==> src/hw/rtl/bcc_pkg.sv <==
// ----------------------------------------------------------------------------
// bcc_pkg: shared types and constants of the battery cycle counter
// Direction codes, register indexes, reset values and the state record.
// ----------------------------------------------------------------------------
package bcc_pkg;

  localparam int unsigned CountW  = 16;
  localparam int unsigned DirW    = 2;
  localparam int unsigned CfgIdxW = 2;

  typedef logic [CountW-1:0] count_t;
  typedef logic [DirW-1:0]   dir_t;

  // Direction and phase codes.
  localparam dir_t DirIdle      = 2'd0;
  localparam dir_t DirCharge    = 2'd1;
  localparam dir_t DirDischarge = 2'd2;

  // Configuration register indexes.
  localparam logic [CfgIdxW-1:0] CfgChgThr   = 2'd0;
  localparam logic [CfgIdxW-1:0] CfgDisThr   = 2'd1;
  localparam logic [CfgIdxW-1:0] CfgChgDwell = 2'd2;
  localparam logic [CfgIdxW-1:0] CfgDisDwell = 2'd3;

  localparam count_t ThrReset   = 16'd1000;
  localparam count_t DwellReset = 16'd7500;
  localparam count_t CountMax   = 16'hFFFF;

  typedef struct packed {
    count_t chg_dwell;
    count_t dis_dwell;
    dir_t   phase;
    logic   latched;
    count_t chg_count;
    count_t dis_count;
  } state_t;

  typedef struct packed {
    count_t chg_thr;
    count_t dis_thr;
    count_t chg_limit;
    count_t dis_limit;
  } cfg_t;

  function automatic count_t sat_inc(count_t v);
    return (v == CountMax) ? v : count_t'(v + 1'b1);
  endfunction

endpackage

==> src/hw/rtl/battery_cycle_counter_top.sv <==
// ----------------------------------------------------------------------------
// battery_cycle_counter_top: charge/discharge cycle counter
// Counts qualified charge and discharge phases of a battery pack per tick.
// ----------------------------------------------------------------------------
// One tick request is taken per clock while the result side takes every
// result: the request is captured in an input register, and the combinational
// update of the counter state runs from that register and writes the state and
// result registers once the result register is free or being read. The loop
// through the state registers closes within that update. The user must write
// thresholds and dwell limits through the configuration port only while no tick
// is in flight; the block itself does not enforce this.
module battery_cycle_counter_top (
  input  logic                         clk_i,
  input  logic                         rst_ni,
  input  logic                         cfg_we_i,
  input  logic [bcc_pkg::CfgIdxW-1:0]  cfg_index_i,
  input  logic [bcc_pkg::CountW-1:0]   cfg_data_i,
  input  logic                         in_valid_i,
  output logic                         in_ready_o,
  input  logic [bcc_pkg::DirW-1:0]     direction_i,
  input  logic [bcc_pkg::CountW-1:0]   current_ma_i,
  input  logic                         hold_i,
  output logic                         out_valid_o,
  input  logic                         out_ready_i,
  output logic [bcc_pkg::CountW-1:0]   charge_cycles_o,
  output logic [bcc_pkg::CountW-1:0]   discharge_cycles_o,
  output logic [bcc_pkg::DirW-1:0]     last_phase_o,
  output logic                         cycle_counted_o,
  output logic                         cycle_latched_o
);

  bcc_pkg::cfg_t   cfg_q;
  bcc_pkg::state_t state_q, state_d;
  logic            counted_d;

  logic            in_vld_q;
  bcc_pkg::dir_t   dir_q;
  bcc_pkg::count_t cur_q;
  logic            hold_q;

  logic            out_vld_q;
  logic            fire;

  assign fire       = in_vld_q && (!out_vld_q || out_ready_i);
  assign in_ready_o = !in_vld_q || fire;

  always_ff @(posedge clk_i or negedge rst_ni) begin
    if (!rst_ni) begin
      cfg_q.chg_thr   <= bcc_pkg::ThrReset;
      cfg_q.dis_thr   <= bcc_pkg::ThrReset;
      cfg_q.chg_limit <= bcc_pkg::DwellReset;
      cfg_q.dis_limit <= bcc_pkg::DwellReset;
    end else if (cfg_we_i) begin
      unique case (cfg_index_i)
        bcc_pkg::CfgChgThr:   cfg_q.chg_thr   <= cfg_data_i;
        bcc_pkg::CfgDisThr:   cfg_q.dis_thr   <= cfg_data_i;
        bcc_pkg::CfgChgDwell: cfg_q.chg_limit <= cfg_data_i;
        bcc_pkg::CfgDisDwell: cfg_q.dis_limit <= cfg_data_i;
        default: ;
      endcase
    end
  end

  // Input register.
  always_ff @(posedge clk_i or negedge rst_ni) begin
    if (!rst_ni) begin
      in_vld_q <= 1'b0;
    end else if (in_ready_o) begin
      in_vld_q <= in_valid_i;
    end
  end

  always_ff @(posedge clk_i) begin
    if (in_valid_i && in_ready_o) begin
      dir_q  <= direction_i;
      cur_q  <= current_ma_i;
      hold_q <= hold_i;
    end
  end

  bcc_update u_update (
    .state_i      (state_q),
    .cfg_i        (cfg_q),
    .direction_i  (dir_q),
    .current_ma_i (cur_q),
    .hold_i       (hold_q),
    .state_o      (state_d),
    .counted_o    (counted_d)
  );

  always_ff @(posedge clk_i or negedge rst_ni) begin
    if (!rst_ni) begin
      state_q   <= '0;
      out_vld_q <= 1'b0;
    end else begin
      if (fire) begin
        state_q <= state_d;
      end
      if (fire) begin
        out_vld_q <= 1'b1;
      end else if (out_ready_i) begin
        out_vld_q <= 1'b0;
      end
    end
  end

  // Result register.
  always_ff @(posedge clk_i) begin
    if (fire) begin
      charge_cycles_o    <= state_d.chg_count;
      discharge_cycles_o <= state_d.dis_count;
      last_phase_o       <= state_d.phase;
      cycle_counted_o    <= counted_d;
      cycle_latched_o    <= state_d.latched;
    end
  end

  assign out_valid_o = out_vld_q;

endmodule

==> src/hw/rtl/bcc_update.sv <==
// ----------------------------------------------------------------------------
// bcc_update: next-state logic for one tick
// Runs the dwell counter of the active direction, qualifies phases and
// counts cycles; idle clears the dwells and the latch, hold keeps everything.
// ----------------------------------------------------------------------------
module bcc_update (
  input  bcc_pkg::state_t state_i,
  input  bcc_pkg::cfg_t   cfg_i,
  input  bcc_pkg::dir_t   direction_i,
  input  bcc_pkg::count_t current_ma_i,
  input  logic            hold_i,
  output bcc_pkg::state_t state_o,
  output logic            counted_o
);

  logic            active;
  logic            is_chg;
  bcc_pkg::count_t thr;
  bcc_pkg::count_t limit;
  bcc_pkg::count_t dwell_cur;
  bcc_pkg::count_t dwell_new;
  bcc_pkg::count_t count_cur;
  bcc_pkg::count_t count_new;
  bcc_pkg::dir_t   opposite;
  logic            qualified;
  logic            count_hit;

  assign is_chg    = (direction_i == bcc_pkg::DirCharge);
  assign active    = is_chg || (direction_i == bcc_pkg::DirDischarge);
  assign thr       = is_chg ? cfg_i.chg_thr   : cfg_i.dis_thr;
  assign limit     = is_chg ? cfg_i.chg_limit : cfg_i.dis_limit;
  assign dwell_cur = is_chg ? state_i.chg_dwell : state_i.dis_dwell;
  assign count_cur = is_chg ? state_i.chg_count : state_i.dis_count;
  assign opposite  = is_chg ? bcc_pkg::DirDischarge : bcc_pkg::DirCharge;

  assign dwell_new = (current_ma_i > thr && !state_i.latched) ?
                     bcc_pkg::sat_inc(dwell_cur) : '0;
  assign qualified = (dwell_new >= limit);
  assign count_hit = qualified && (state_i.phase == opposite);
  assign count_new = count_hit ? bcc_pkg::sat_inc(count_cur) : count_cur;

  always_comb begin
    state_o   = state_i;
    counted_o = 1'b0;
    if (!hold_i) begin
      if (active) begin
        // The dwell of the other direction always restarts.
        state_o.chg_dwell = is_chg ? dwell_new : '0;
        state_o.dis_dwell = is_chg ? '0 : dwell_new;
        if (is_chg) begin
          state_o.chg_count = count_new;
        end else begin
          state_o.dis_count = count_new;
        end
        if (qualified && state_i.phase == bcc_pkg::DirIdle) begin
          state_o.phase = direction_i;
        end
        if (count_hit) begin
          state_o.phase   = direction_i;
          state_o.latched = 1'b1;
          counted_o       = 1'b1;
        end
      end else begin
        state_o.chg_dwell = '0;
        state_o.dis_dwell = '0;
        state_o.latched   = 1'b0;
      end
    end
  end

endmodule

==> config.mk <==
export PLATFORM = sky130hd
export DESIGN_NAME = battery_cycle_counter_top
export DESIGN_NICKNAME = d
export VERILOG_FILES = /design/src/hw/rtl/bcc_pkg.sv /design/src/hw/rtl/battery_cycle_counter_top.sv /design/src/hw/rtl/bcc_update.sv
export SDC_FILE = /design/constraint.sdc
export NUM_CORES = 1
export LEC_CHECK = 0
export BUFFER_PORTS_ARGS = -buffer_cell sky130_fd_sc_hd__buf_2
export CORE_AREA = 3 3 138 140
export CTS_CLUSTER_SIZE = 24
export DETAILED_ROUTE_END_ITERATION = 12
export DIE_AREA = 0 0 141 143
export PLACE_DENSITY = 0.73
export SETUP_SLACK_MARGIN = 0.3
export SLEW_MARGIN = 15
export SYNTH_ARGS = -nofsm -noshare
export SYNTH_HDL_FRONTEND = slang
export SYNTH_SLANG_ARGS = --single-unit
==> constraint.sdc <==
create_clock -name clk_i -period 12.1 [get_ports clk_i]
set_clock_uncertainty 0.05 [all_clocks]
set_input_delay 2.42 -clock clk_i [delete_from_list [all_inputs] [get_ports clk_i]]
set_output_delay 2.42 -clock clk_i [all_outputs]
set_load 0.03 [all_outputs]
After elaboration in Yosys (flattened, before gate mapping) --
Index checks and enable logic that the tools add are counted.
Storage, ports and cells: bits in registers 188, output and inout bits 38, logic and storage cells 77
Cells by class: add/subtract/negate cells 2, order comparisons 2, equal/unequal tests 8, muxes and demuxes 23, bitwise operators 2, reductions and logical operators 20
Operators by type and width (count):
- 16-bit 2-to-1 mux | 12
- 32-bit 2-to-1 mux | 2
- 35-bit 2-to-1 mux | 1
- 16-bit by 1-bit adder with 16-bit output (second input constant) | 2
- 16-bit equality test (second input constant) | 2
- 16-bit greater-or-equal comparator | 1
- 16-bit greater-than comparator | 1
- 2-bit AND reduction | 5
- 2-bit equality test (second input constant) | 3
- 2-bit 2-to-1 mux | 3
- 1-bit logical AND | 5
- 2-bit by 1-bit equality test with 1-bit output (second input constant) | 2
- 2-bit logical NOT | 2
- 1-bit 2-to-1 mux | 4
- 1-bit logical NOT | 3
- 1-bit logical OR | 3
- 3-bit 2-to-1 mux | 1
- 2-bit equality test | 1
- 1-bit inverter | 2
- 2-bit nonzero test | 1
- 2-bit OR reduction | 1

Longest topological paths before layout --
Gate-level depths: netlist of run 1.
depth in word-level cells 11, depth in mapped cells 25, gate-level depth less buffers 17

By module --
Synthesis of run 1 repeated with hierarchy kept, for this count alone.
Unflattened totals: cells, all modules 790, area, all modules 10040.9 sq um
Modules (own cells, without submodules):
- battery_cycle_counter_top | instances 1, cells an instance 341, area each 6666.4 sq um
- bcc_update | instances 1, cells an instance 449, area each 3374.5 sq um

Worst setup path after synthesis of run 1 --
Ideal clock, no wire load.
kind reg2reg, from register dir_q[1], to register charge_cycles_o[12] (netlist bit), data pin, library setup time 260 ps, arrival time 5664 ps, required time 11790 ps, slack 6126 ps, cell stages (with the launch flop) 25, path buffers 8, path through edfxtp_1 -> inv_1 -> ha_1 -> buf_6 -> buf_6 -> clkbuf_1 -> buf_1 -> buf_2 -> buf_2 -> mux2i_1 -> ha_1 -> a21oi_1 -> o21ai_0 -> a221oi_1 -> a31o_2 -> clkbuf_1 -> nor2_1 -> ha_1 -> and4_1 -> o211ai_1 -> o31a_1 -> a31o_2 -> clkbuf_1 -> nor3_1 -> mux2_2
RTL lines:
- from (decl) | line battery_cycle_counter_top.sv:37 | bcc_pkg::dir_t dir_q;
- from (signal assigned) | line battery_cycle_counter_top.sv:75 | dir_q <= direction_i;
- to (signal assigned) | line battery_cycle_counter_top.sv:110 | charge_cycles_o <= state_d.chg_count;
- to (decl) | line battery_cycle_counter_top.sv:25 | output logic [bcc_pkg::CountW-1:0] charge_cycles_o,

==> results.sh, run 1 <==
export IMPL_drv_cap=0
export IMPL_syn_inst=834
export IMPL_cts_setup_buffers=0
export IMPL_cts_htree_levels=4
export IMPL_p_seq_share_pct=49.6
export IMPL_post_drt_wl_per_cell_um=18.7
export IMPL_finalCriticalPeriod_ns=6.46
export IMPL_grt_pass1_vias=6896
export IMPL_grt_remaining_overflow=0
export IMPL_ys_seq_area_share_pct=51.4
export IMPL_floorplan_die_height_um=143
export IMPL_clock_sinks=188
export IMPL_layout_cells_most_common="dfrtp_1"
export IMPL_worst_slew_margin_rel_pct=27.4
export IMPL_timing_critical_path_from_type="register"
export IMPL_synth_warning_count=0
export IMPL_ctsLongestPathBuffers=2
export IMPL_post_route_cells_drive_above_1_share_pct=25.3
export IMPL_io_pins=80
export IMPL_antenna_cells_inserted=0
export IMPL_comb_power_share_pct=14.3
export IMPL_clock_root_buffer="clkbuf_16"
export IMPL_detailedPlace_worstSlack_ns=5.72
export IMPL_worst_skew_pair_late_latency_ns=0.43
export IMPL_maximum_number_of_pins_on_one_net_before_global_route_repair=69
export IMPL_routed_wirelength_um=21500
export IMPL_switching_power_uw=398
export IMPL_syn_mean_instance_area_sq_um=11.7
export IMPL_layout_common_cells="107 x dfrtp_1, 83 x mux2_2, 78 x buf_2"
export IMPL_fin_nets=989
export IMPL_post_cts_hold_buffer_count=0
export IMPL_place_gp_congestion=0.893
export IMPL_synth_net_count=912
export IMPL_initial_core_util_pct=54.3
export IMPL_worst_voltage_drop_across_the_vdd_grid_mv=0.0983
export IMPL_grt_total_usage_pct=22.0
export IMPL_post_synth_instance_area_sq_um=9750
export IMPL_setup_total_negative_slack_ns=0
export IMPL_crit_required_ns=12.24
export IMPL_area_delta_synth_final_pct=12.3
export IMPL_p_sw_share_pct=26.1
export IMPL_worstSetupPathType="reg2reg"
export IMPL_rsz_0062_raised_after_global_routing="false"
export IMPL_first_pass_grt_wire_length_um=35600
export IMPL_final_ws_setup_ns=5.64
export IMPL_clock_power_share_pct=36.1
export IMPL_layout_worst_path_cycle_share_pct=53.4
export IMPL_row_count=49
export IMPL_total_leakage_power_nw=4.78
export IMPL_post_cts_resized=0
export IMPL_routed_via_count=6967
export IMPL_portBuffers=79
export IMPL_post_route_drc_count=0
export IMPL_core_area_sq_um=18000
export IMPL_timing_hold_violations_final=0
export IMPL_total_power_mw=1.52
export IMPL_tritoncts="yes"
export IMPL_synth_top_flop_cell="dfrtp_1"
export IMPL_design_die_area_sq_um=20200
export IMPL_timing_critical_path_to_type="register"
export IMPL_worst_slew_pin_transition_ns=1.08
export IMPL_crit_fanout=68
export IMPL_setup_viol=0
export IMPL_detail_route_vias_per_cell=6.04
export IMPL_synth_edf_count=55
export IMPL_die_width_um=141
export IMPL_total_clock_buffers_created_by_cts=17
export IMPL_worstHoldPathType="reg2reg"
export IMPL_antenna_found_initial=0
export IMPL_outcome="complete, no violations"
export IMPL_worst_setup_hold_path_clk_slew_ns=0.07
export IMPL_ant_nets=0
export IMPL_detailedRoute_firstPassIterationCount=5
export IMPL_synthDistinctLibCells=63
export IMPL_async_reset_ff_share_pct=70.7
export IMPL_place_detailed_hpwl_um=14900
export IMPL_max_clock_freq_mhz=155
export IMPL_drt_first_iter_violations=489
export IMPL_final_fill_count=1423
export IMPL_timing_critical_path_arrival_ns=6.59
export IMPL_cellPowerDensity_nw_per_um2=139
export IMPL_ys_seq_elements=188
export IMPL_final_max_slew_viol_count=0
export IMPL_internal_power_mw=1.12
-- layer usage --
metal  vias up  GRT usage [%]  share of wire, %
met5         -              0                 0
met4         0           5.46               1.3
met3        26           4.09               5.9
met2       223           34.9                47
met1      3433           31.7                46
li1       3285              -                 -
-- through the flow --
step                      utilization [%]  area (sq um)  hold WS [ns]  instances
final                                60.9         10900         0.456       1153
after global routing                 60.9         10900         0.474       1153
after CTS                            60.9         10900         0.458       1153
after detailed placement             57.7         10400         0.443       1121
after global placement               57.7         10400         0.434       1121
after floorplan                         -          9750         0.417        834
-- power by group through the flow --
stage | clock network, mW | logic, mW | registers [mW]
global placement | 0 | 0.212 | 0.766
CTS | 0.561 | 0.219 | 0.756
detailed placement | 0 | 0.218 | 0.769
finish | 0.549 | 0.218 | 0.756
floorplan | 0 | 0.141 | 0.773
global route | 0.585 | 0.242 | 0.762
-- worst max-delay path, stage by stage (launching register included) --
cell and delay [ns]:
edfxtp_1 0.44, inv_1 0.12, ha_4 0.49, buf_4 0.76, mux2_2 0.32, ha_1 0.23, nand4_1 0.11, a22oi_1 0.49
nand3_1 0.42, nand3_1 0.19, xor2_1 0.30, and2_1 0.19, ha_1 0.17, and4_1 0.27, o211ai_1 0.12, o31a_1 0.37
a31o_1 0.23, buf_4 0.26, nor2_1 0.25, mux2_2 0.36
-- path summary, 6_finish.rpt --
check,startpoint,endpoint,slack [ns],depth (start not counted)
setup / recovery,dir_q[1]$_DFFE_PP_,charge_cycles_o[1]$_DFFE_PP_,5.64,19
hold / removal,cfg_q[5]$_DFFE_PN0P_,cfg_q[5]$_DFFE_PN0P_,0.46,1
setup reg to reg,dir_q[1]$_DFFE_PP_,charge_cycles_o[1]$_DFFE_PP_,5.64,19
hold reg to reg,cfg_q[5]$_DFFE_PN0P_,cfg_q[5]$_DFFE_PN0P_,0.46,1
max in group asynchronous,rst_ni,out_valid_o$_DFFE_PN0P_,8.60,2
min in group asynchronous,rst_ni,state_q[49]$_DFFE_PN0P_,2.04,1
-- cell families after synthesis --
kind of cell,after synthesis,share of synthesized area (%)
AND/OR/NAND/NOR,251,13.2
adder cells (fa/ha/maj),36,4.62
AO/OA/AOI/OAI,140,10.1
buffers and inverters,40,1.91
flip-flops,188,51.4
multiplexers,127,14.1
XOR/XNOR,52,4.67
-- synthesized netlist by cell type (19+ instances only) --
library cell | count | area, sq um
a21oi_1 | 21 | 105
clkbuf_1 | 19 | 71.3
dfrtp_1 | 107 | 2680
dfstp_2 | 26 | 683
edfxtp_1 | 55 | 1650
ha_1 | 36 | 450
mux2_2 | 83 | 935
mux2i_1 | 44 | 440
nand2_1 | 74 | 278
nand3_1 | 29 | 145
nand4_1 | 20 | 125
nor2_1 | 43 | 161
nor3_1 | 27 | 135
o21ai_0 | 27 | 135
xor2_1 | 44 | 385
-- sequential cells by signal, indices dropped and copies added, names as in the netlist --
register	flops
cfg_q	64
charge_cycles_o	16
cur_q	16
cycle_counted_o	1
cycle_latched_o	1
dir_q	2
discharge_cycles_o	16
hold_q	1
in_vld_q	1
last_phase_o	2
out_valid_o	1
state_q	67
-- layout make-up --
class / count / area, sq um / area share [%]
Sequential cell: 188 / 5010 / 45.8
Multi-Input combinational cell: 606 / 4570 / 41.7
Timing Repair Buffer: 89 / 473 / 4.32
Clock buffer: 20 / 437 / 3.99
Tap cell: 229 / 287 / 2.62
Clock inverter: 12 / 136 / 1.25
Inverter: 9 / 33.8 / 0.309
No activity file was read; power rests on OpenSTA's default activity.
==> inputs of run 2 (changes only) <==
- ABC_AREA: unset -> 1
- CORE_AREA: 3 3 138 140 -> 3 3 142 144
- DIE_AREA: 0 0 141 143 -> 0 0 145 147
- PLACE_DENSITY: 0.73 -> 0.76
- clock period: 12.1 -> 5.3 ns (I/O delays scaled with it)
==> run 2 against run 1 <==
Compared with the run above: global-route usage decreased by 0.54 points; register-to-register slack got worse by 5.0 ns; final cell count increased by 39%; die area increased by 5.7%; sequential share of layout area decreased by 2.5 points; maximum frequency increased by 40%; synthesized cell count increased by 51%; area after synthesis increased by 6.1%; design area increased by 5.8%; combinational power increased to 6.6 times the previous value; critical path type unchanged.
==> results.sh, run 2 <==
export IMPL_outcome="complete, no violations"
export IMPL_rsz_0062_raised_after_global_routing="false"
export IMPL_clock_root_buffer="clkbuf_16"
export IMPL_r2r_start="dir_q[1]$_DFFE_PP_"
export IMPL_synth_warning_count=0
export IMPL_layout_common_cells="437 x nand2_1, 136 x inv_1, 114 x nand3_1"
export IMPL_synth_top_cells_by_count="437 x nand2_1, 138 x inv_1, 114 x nand3_1"
export IMPL_post_route_cells_drive_above_1_share_pct=16.7
export IMPL_design_die_area_sq_um=21300
export IMPL_post_route_drc_count=0
export IMPL_final_max_slew_viol_count=0
export IMPL_total_clock_buffers_created_by_cts=17
export IMPL_fin_nets=1404
export IMPL_timing_critical_path_from_type="register"
export IMPL_worst_slew_pin_transition_ns=1.19
export IMPL_worst_skew_pair_late_latency_ns=0.44
export IMPL_cellPowerDensity_nw_per_um2=412
export IMPL_drv_cap=0
export IMPL_setup_viol=0
export IMPL_synth_xor_area_share_pct=1.09
export IMPL_worstSetupPathType="reg2reg"
export IMPL_regMostFlops="state_q"
export IMPL_async_reset_ff_share_pct=70.7
export IMPL_crit_required_ns=5.56
export IMPL_cts_htree_levels=4
export IMPL_timing_critical_path_to_type="register"
export IMPL_synth_simple_area_share_pct=27.2
export IMPL_routed_via_count=8410
export IMPL_layout_cells_most_common="nand2_1"
export IMPL_clock_sinks=188
export IMPL_layout_worst_path_cycle_share_pct=87.3
export IMPL_first_pass_grt_wire_length_um=37900
export IMPL_post_cts_hold_buffer_count=0
export IMPL_worstHoldPathType="reg2reg"
export IMPL_core_area_sq_um=18800
export IMPL_ant_nets=0
export IMPL_timing_hold_violations_final=0
export IMPL_syn_inst=1256
export IMPL_largest_reg_flops=67
export IMPL_floorplan_die_height_um=147
export IMPL_detailedRoute_firstPassIterationCount=6
export IMPL_yosysTopAreaCellShare_pct=25.9
export IMPL_area_delta_synth_final_pct=11.9
export IMPL_finalCriticalPeriod_ns=4.63
export IMPL_tritoncts="yes"
export IMPL_place_gp_congestion=0.912
export IMPL_grt_pass1_vias=7995
export IMPL_setup_total_negative_slack_ns=0
export IMPL_place_detailed_hpwl_um=15500
export IMPL_routed_wirelength_um=22800
export IMPL_synth_area_mux_share_pct=2.90
export IMPL_syn_mean_instance_area_sq_um=8.24
export IMPL_synth_compound_area_share_pct=7.77
export IMPL_numPlacedInstances=1559
export IMPL_detail_route_vias_per_cell=5.26
export IMPL_crit_fanout=16
export IMPL_hold_slack_ns=0.433
export IMPL_ctsLongestPathBuffers=2
export IMPL_timing_reg2reg_worst_path_depth=23
export IMPL_synth_net_count=1334
export IMPL_ys_seq_elements=188
export IMPL_synth_top_family_by_area="simple AND/OR/NAND/NOR gates"
export IMPL_maximum_number_of_pins_on_one_net_before_global_route_repair=75
export IMPL_synth_top_flop_cell="dfrtp_1"
export IMPL_max_clock_freq_mhz=216
export IMPL_synth_area_leaders="dfrtp_1 26%, edfxtp_1 16%, nand2_1 16%, dfstp_2 6.6%, nand3_1 5.5%"
export IMPL_antenna_found_initial=0
export IMPL_io_pins=80
export IMPL_die_width_um=145
export IMPL_antenna_cells_inserted=0
export IMPL_post_drt_wl_per_cell_um=14.3
export IMPL_crit_end="discharge_cycles_o[13]$_DFFE_PP_"
export IMPL_initial_core_util_pct=54.9
export IMPL_ys_seq_area_share_pct=48.5
export IMPL_rr_endpoint="discharge_cycles_o[13]$_DFFE_PP_"
export IMPL_total_power_mw=4.77
export IMPL_layoutNonFillerInstCount=1599
export IMPL_largest_registers="state_q (67), cfg_q (64)"
export IMPL_drt_first_iter_violations=480
export IMPL_worst_setup_hold_path_clk_slew_ns=0.08
export IMPL_critPathLaunch="dir_q[1]$_DFFE_PP_"
export IMPL_worst_slew_margin_rel_pct=20.4
export IMPL_synth_edf_count=55
export IMPL_grt_remaining_overflow=0
export IMPL_worst_voltage_drop_across_the_vdd_grid_mv=0.212
export IMPL_synth_most_common_cell="nand2_1"
export IMPL_synthDominantAreaCellType="dfrtp_1"
export IMPL_adder_cell_area_share_of_the_yosys_netlist_pct=4.35
export IMPL_timing_critical_path_arrival_ns=4.89
export IMPL_grt_total_usage_pct=21.5
export IMPL_synthDistinctLibCells=42
export IMPL_row_count=50
export IMPL_post_synth_instance_area_sq_um=10300
export IMPL_total_leakage_power_nw=5.81
export IMPL_worst_r2r_setup_slack_ns=0.67
export IMPL_portBuffers=79
## run 2: changes by cell type in the layout (fill, tap and decap cells not counted), sizes merged, moves of 16 or more
cell	before	now
nor3	28	2
xor2	44	9
o21ai	27	118
nand2	74	447
a22o	16	0
inv	12	151
mux2	83	0
nand3	29	124
## run 2: what timing repair did
action                                 in CTS  in global routing
endpoints found under the hold margin       0                  0
setup endpoints to repair                   0                 71
resized for setup                           0                  2
buffers inserted                            0                  7
## run 2: critical path, cell delays in order (launching register included)
cell and delay, ns:
edfxtp_1 0.41, inv_1 0.13, ha_4 0.36, buf_8 0.23, mux2i_1 0.11, ha_1 0.28
nand2_1 0.05, nor3_1 0.29, a31oi_1 0.13, nand2_1 0.19, clkinvlp_4 0.21, nand2_1 0.15
inv_1 0.06, ha_1 0.33, a21oi_1 0.17, a21oi_1 0.09, nor2_1 0.32, nand2_1 0.20
nand2_1 0.09, buf_4 0.23, nand2_1 0.13, nand3_1 0.11, o21ai_0 0.09, inv_1 0.07
## run 2: routing by layer
layer	GRT usage, %	wire [um]	part of all wire [%]	vias up
li1	-	-	-	4199
met1	26.0	9670	42	3954
met2	39.2	11900	52	215
met3	4.19	977	4.3	42
met4	5.94	314	1.4	0
met5	0	0	0	-
## run 2: logic make-up after synthesis
group,Yosys count
and+or+nand+nor,648
buffers and inverters,194
DFF,188
AOI/OAI and AO/OA,148
adders and majority gates,36
muxes,30
xor gates and xnor gates,12
## run 2: stage by stage
step	utilization [%]	setup slack, ns	instance area (sq um)
after floorplan	-	0.684	10300
after global placement	57.8	0.663	10900
after detailed placement	57.8	0.497	10900
after CTS	61.1	0.422	11500
after global routing	61.5	0.322	11600
final	61.5	0.671	11600
## run 2: layout make-up
| class | instances | area [sq um] |
|---|---|---|
| clock buffers | 17 | 425 |
| repair buffers | 100 | 567 |
| clock inverters | 15 | 189 |
| fillers | 1556 | 7250 |
| inverters | 144 | 549 |
| well taps | 260 | 325 |
| multi-input cells | 875 | 4510 |
| flip-flops and latches | 188 | 5010 |
## run 2: worst min path at each step
| stage | from | to | depth (start not counted) |
|---|---|---|---|
| 2_1_floorplan | state_q[40]$_DFFE_PN0P_ | state_q[40]$_DFFE_PN0P_ | 2 |
| 3_3_place_gp | state_q[50]$_DFFE_PN0P_ | state_q[50]$_DFFE_PN0P_ | 2 |
| 3_5_place_dp | state_q[37]$_DFFE_PN0P_ | state_q[37]$_DFFE_PN0P_ | 2 |
| 4_1_cts | state_q[30]$_DFFE_PN0P_ | state_q[30]$_DFFE_PN0P_ | 2 |
| 5_1_grt | state_q[31]$_DFFE_PN0P_ | state_q[31]$_DFFE_PN0P_ | 2 |
| 6_report | state_q[37]$_DFFE_PN0P_ | state_q[37]$_DFFE_PN0P_ | 2 |
## run 2: report_power, final
part	internal, mW	switching [mW]	leakage (nW)
Combinational	0.474	0.970	3.32
Clock	0.648	0.659	0.299
Sequential	1.86	0.160	2.19
==> inputs of run 3 (changes only) <==
- CAP_MARGIN: unset -> 15
- CORE_AREA: 3 3 142 144 -> 2 2 141 143
- DIE_AREA: 0 0 145 147 -> 0 0 143 145
==> run 3 against run 2 <==
Compared with the run above: register-to-register slack about the same; maximum frequency about the same; hold slack got worse by 0.00064 ns; power decreased by 0.53%; non-clock buffer count decreased by 6; critical path depth increased by 1; wire length increased by 1.3%; sequential cell count unchanged; critical path type unchanged; largest cell class unchanged.
==> results.sh, run 3 (synthesized netlist as in run 2, its figures left out) <==
export IMPL_outcome="complete, no violations"
export IMPL_row_count=51
export IMPL_cellPowerDensity_nw_per_um2=410
export IMPL_die_width_um=143
export IMPL_worstSetupPathType="reg2reg"
export IMPL_place_gp_congestion=0.888
export IMPL_timing_critical_path_arrival_ns=4.90
export IMPL_finalCriticalPeriod_ns=4.63
export IMPL_cts_htree_levels=4
export IMPL_layout_worst_path_cycle_share_pct=87.3
export IMPL_drv_cap=0
export IMPL_worst_slew_pin_transition_ns=1.06
export IMPL_worst_slew_margin_rel_pct=29.4
export IMPL_crit_fanout=18
export IMPL_timing_critical_path_from_type="register"
export IMPL_grt_remaining_overflow=0
export IMPL_timing_hold_violations_final=0
export IMPL_io_pins=80
export IMPL_total_power_mw=4.74
export IMPL_post_cts_resized=0
export IMPL_rsz_0062_raised_after_global_routing="false"
export IMPL_largest_reg_flops=67
export IMPL_antenna_cells_inserted=0
export IMPL_design_die_area_sq_um=20700
export IMPL_fin_nets=1398
export IMPL_post_route_cells_drive_above_1_share_pct=16.3
export IMPL_critical_path_cell_by_cell="inv_1, ha_4, buf_8, mux2i_1, ha_1, nand3_1, nor3_1, nand2_1, nand2_1, nand2_1, inv_1, nand2_1, inv_1, ha_1, a21oi_1, o21ai_0, nor2_1, nand2_1, nand2_1, buf_4, nand2_1, nand3_1, o21ai_0, inv_1"
export IMPL_layout_cells_most_common="nand2_1"
export IMPL_post_route_drc_count=0
export IMPL_total_leakage_power_nw=5.79
export IMPL_routed_wirelength_um=23100
export IMPL_worst_setup_hold_path_clk_slew_ns=0.08
export IMPL_drt_first_iter_violations=500
export IMPL_detail_route_vias_per_cell=5.24
export IMPL_setup_total_negative_slack_ns=0
export IMPL_final_max_slew_viol_count=0
export IMPL_antenna_found_initial=0
export IMPL_portBuffers=79
export IMPL_place_detailed_hpwl_um=15500
export IMPL_first_pass_grt_wire_length_um=38100
export IMPL_final_ws_setup_ns=0.675
export IMPL_ctsLongestPathBuffers=2
export IMPL_critical_path_most_common_cell="nand2_1"
export IMPL_grt_total_usage_pct=22.9
export IMPL_worst_skew_pair_late_latency_ns=0.46
export IMPL_total_clock_buffers_created_by_cts=17
export IMPL_crit_required_ns=5.57
export IMPL_max_clock_freq_mhz=216
export IMPL_grt_pass1_vias=8007
export IMPL_clock_root_buffer="clkbuf_16"
export IMPL_setup_viol=0
export IMPL_largest_registers="state_q (67), cfg_q (64)"
export IMPL_post_drt_wl_per_cell_um=14.5
export IMPL_regMostFlops="state_q"
export IMPL_cpPeakStageDelay_ns=0.42
export IMPL_layout_common_cells="437 x nand2_1, 137 x inv_1, 114 x nand3_1"
export IMPL_clock_sinks=188
export IMPL_detailedPlace_worstSlack_ns=0.590
export IMPL_crit_slowest_cell="inv_1"
export IMPL_tritoncts="yes"
export IMPL_routed_via_count=8368
export IMPL_worst_voltage_drop_across_the_vdd_grid_mv=0.263
export IMPL_worstHoldPathType="reg2reg"
export IMPL_ant_nets=0
export IMPL_detailedRoute_firstPassIterationCount=5
export IMPL_floorplan_die_height_um=145
export IMPL_maximum_number_of_pins_on_one_net_before_global_route_repair=134
export IMPL_area_delta_synth_final_pct=11.8
export IMPL_initial_core_util_pct=53.9
export IMPL_core_area_sq_um=19200
export IMPL_timing_critical_path_to_type="register"
run 3: cell types whose count changed in the layout (fill, tap and decap cells not counted):
cell / before / now
inv_12: 1 / 0
buf_4: 20 / 13
buf_6: 1 / 0
nor2_2: 6 / 7
buf_16: 0 / 1
clkinv_4: 1 / 0
inv_1: 136 / 137
inv_8: 5 / 3
inv_6: 4 / 5
clkinv_8: 5 / 7
nor2_1: 36 / 35
buf_12: 0 / 1
run 3: timing repair:
| item | CTS | global route |
|---|---|---|
| setup endpoints to repair | 0 | 68 |
| setup buffers | 0 | 2 |
| hold buffers | 0 | 0 |
run 3: path summary, 6_finish.rpt:
path	slack (ns)	start	cells past startpoint	end
max	0.67	dir_q[1]$_DFFE_PP_	24	discharge_cycles_o[2]$_DFFE_PP_
min	0.43	state_q[50]$_DFFE_PN0P_	2	state_q[50]$_DFFE_PN0P_
max reg2reg	0.67	dir_q[1]$_DFFE_PP_	24	discharge_cycles_o[2]$_DFFE_PP_
min reg2reg	0.43	state_q[50]$_DFFE_PN0P_	2	state_q[50]$_DFFE_PN0P_
max in group asynchronous	3.90	rst_ni	2	cfg_q[0]$_DFFE_PN0P_
min in group asynchronous	0.59	rst_ni	2	state_q[0]$_DFFE_PN0P_
run 3: per-layer routing:
metal / track usage, % / up-vias / routed length [um]
li1: - / 4191 / -
met1: 28.9 / 3934 / 10100
met2: 38.9 / 189 / 11500
met3: 4.39 / 54 / 828
met4: 8.51 / 0 / 660
met5: 0 / - / 0
run 3: stage by stage:
stage	hold slack, ns	util [%]	cell area (sq um)	std cells
final	0.432	60.2	11600	1598
after global routing	0.452	60.2	11600	1598
after global placement	0.412	56.7	10900	1563
after CTS	0.437	59.9	11500	1595
after detailed placement	0.417	56.7	10900	1563
after floorplan	0.399	-	10300	1256
run 3: critical path, delay by kind of cell (launching register included):
family | cells | cell delay, ns
AND/OR/NAND/NOR | 11 | 1.53
flip-flops | 1 | 0.39
multiplexers | 1 | 0.26
buffers and inverters | 6 | 1.19
AO/OA/AOI/OAI | 3 | 0.34
adder cells (fa/ha/maj) | 3 | 0.70
run 3: power by group:
part / switching, mW / internal (mW) / leakage (nW)
clock: 0.652 / 0.642 / 0.294
sequential: 0.159 / 1.86 / 2.19
combinational: 0.976 / 0.456 / 3.31
total: 1.79 / 2.96 / 5.79
run 3: final cells by class:
type                            count  area [sq um]
Sequential cell                   188          5010
Timing Repair Buffer               94           551
Clock inverter                     15           190
Fill cell                        1688          7640
Multi-Input combinational cell    875          4510
Tap cell                          265           332
Inverter                          144           546
Clock buffer                       17           425
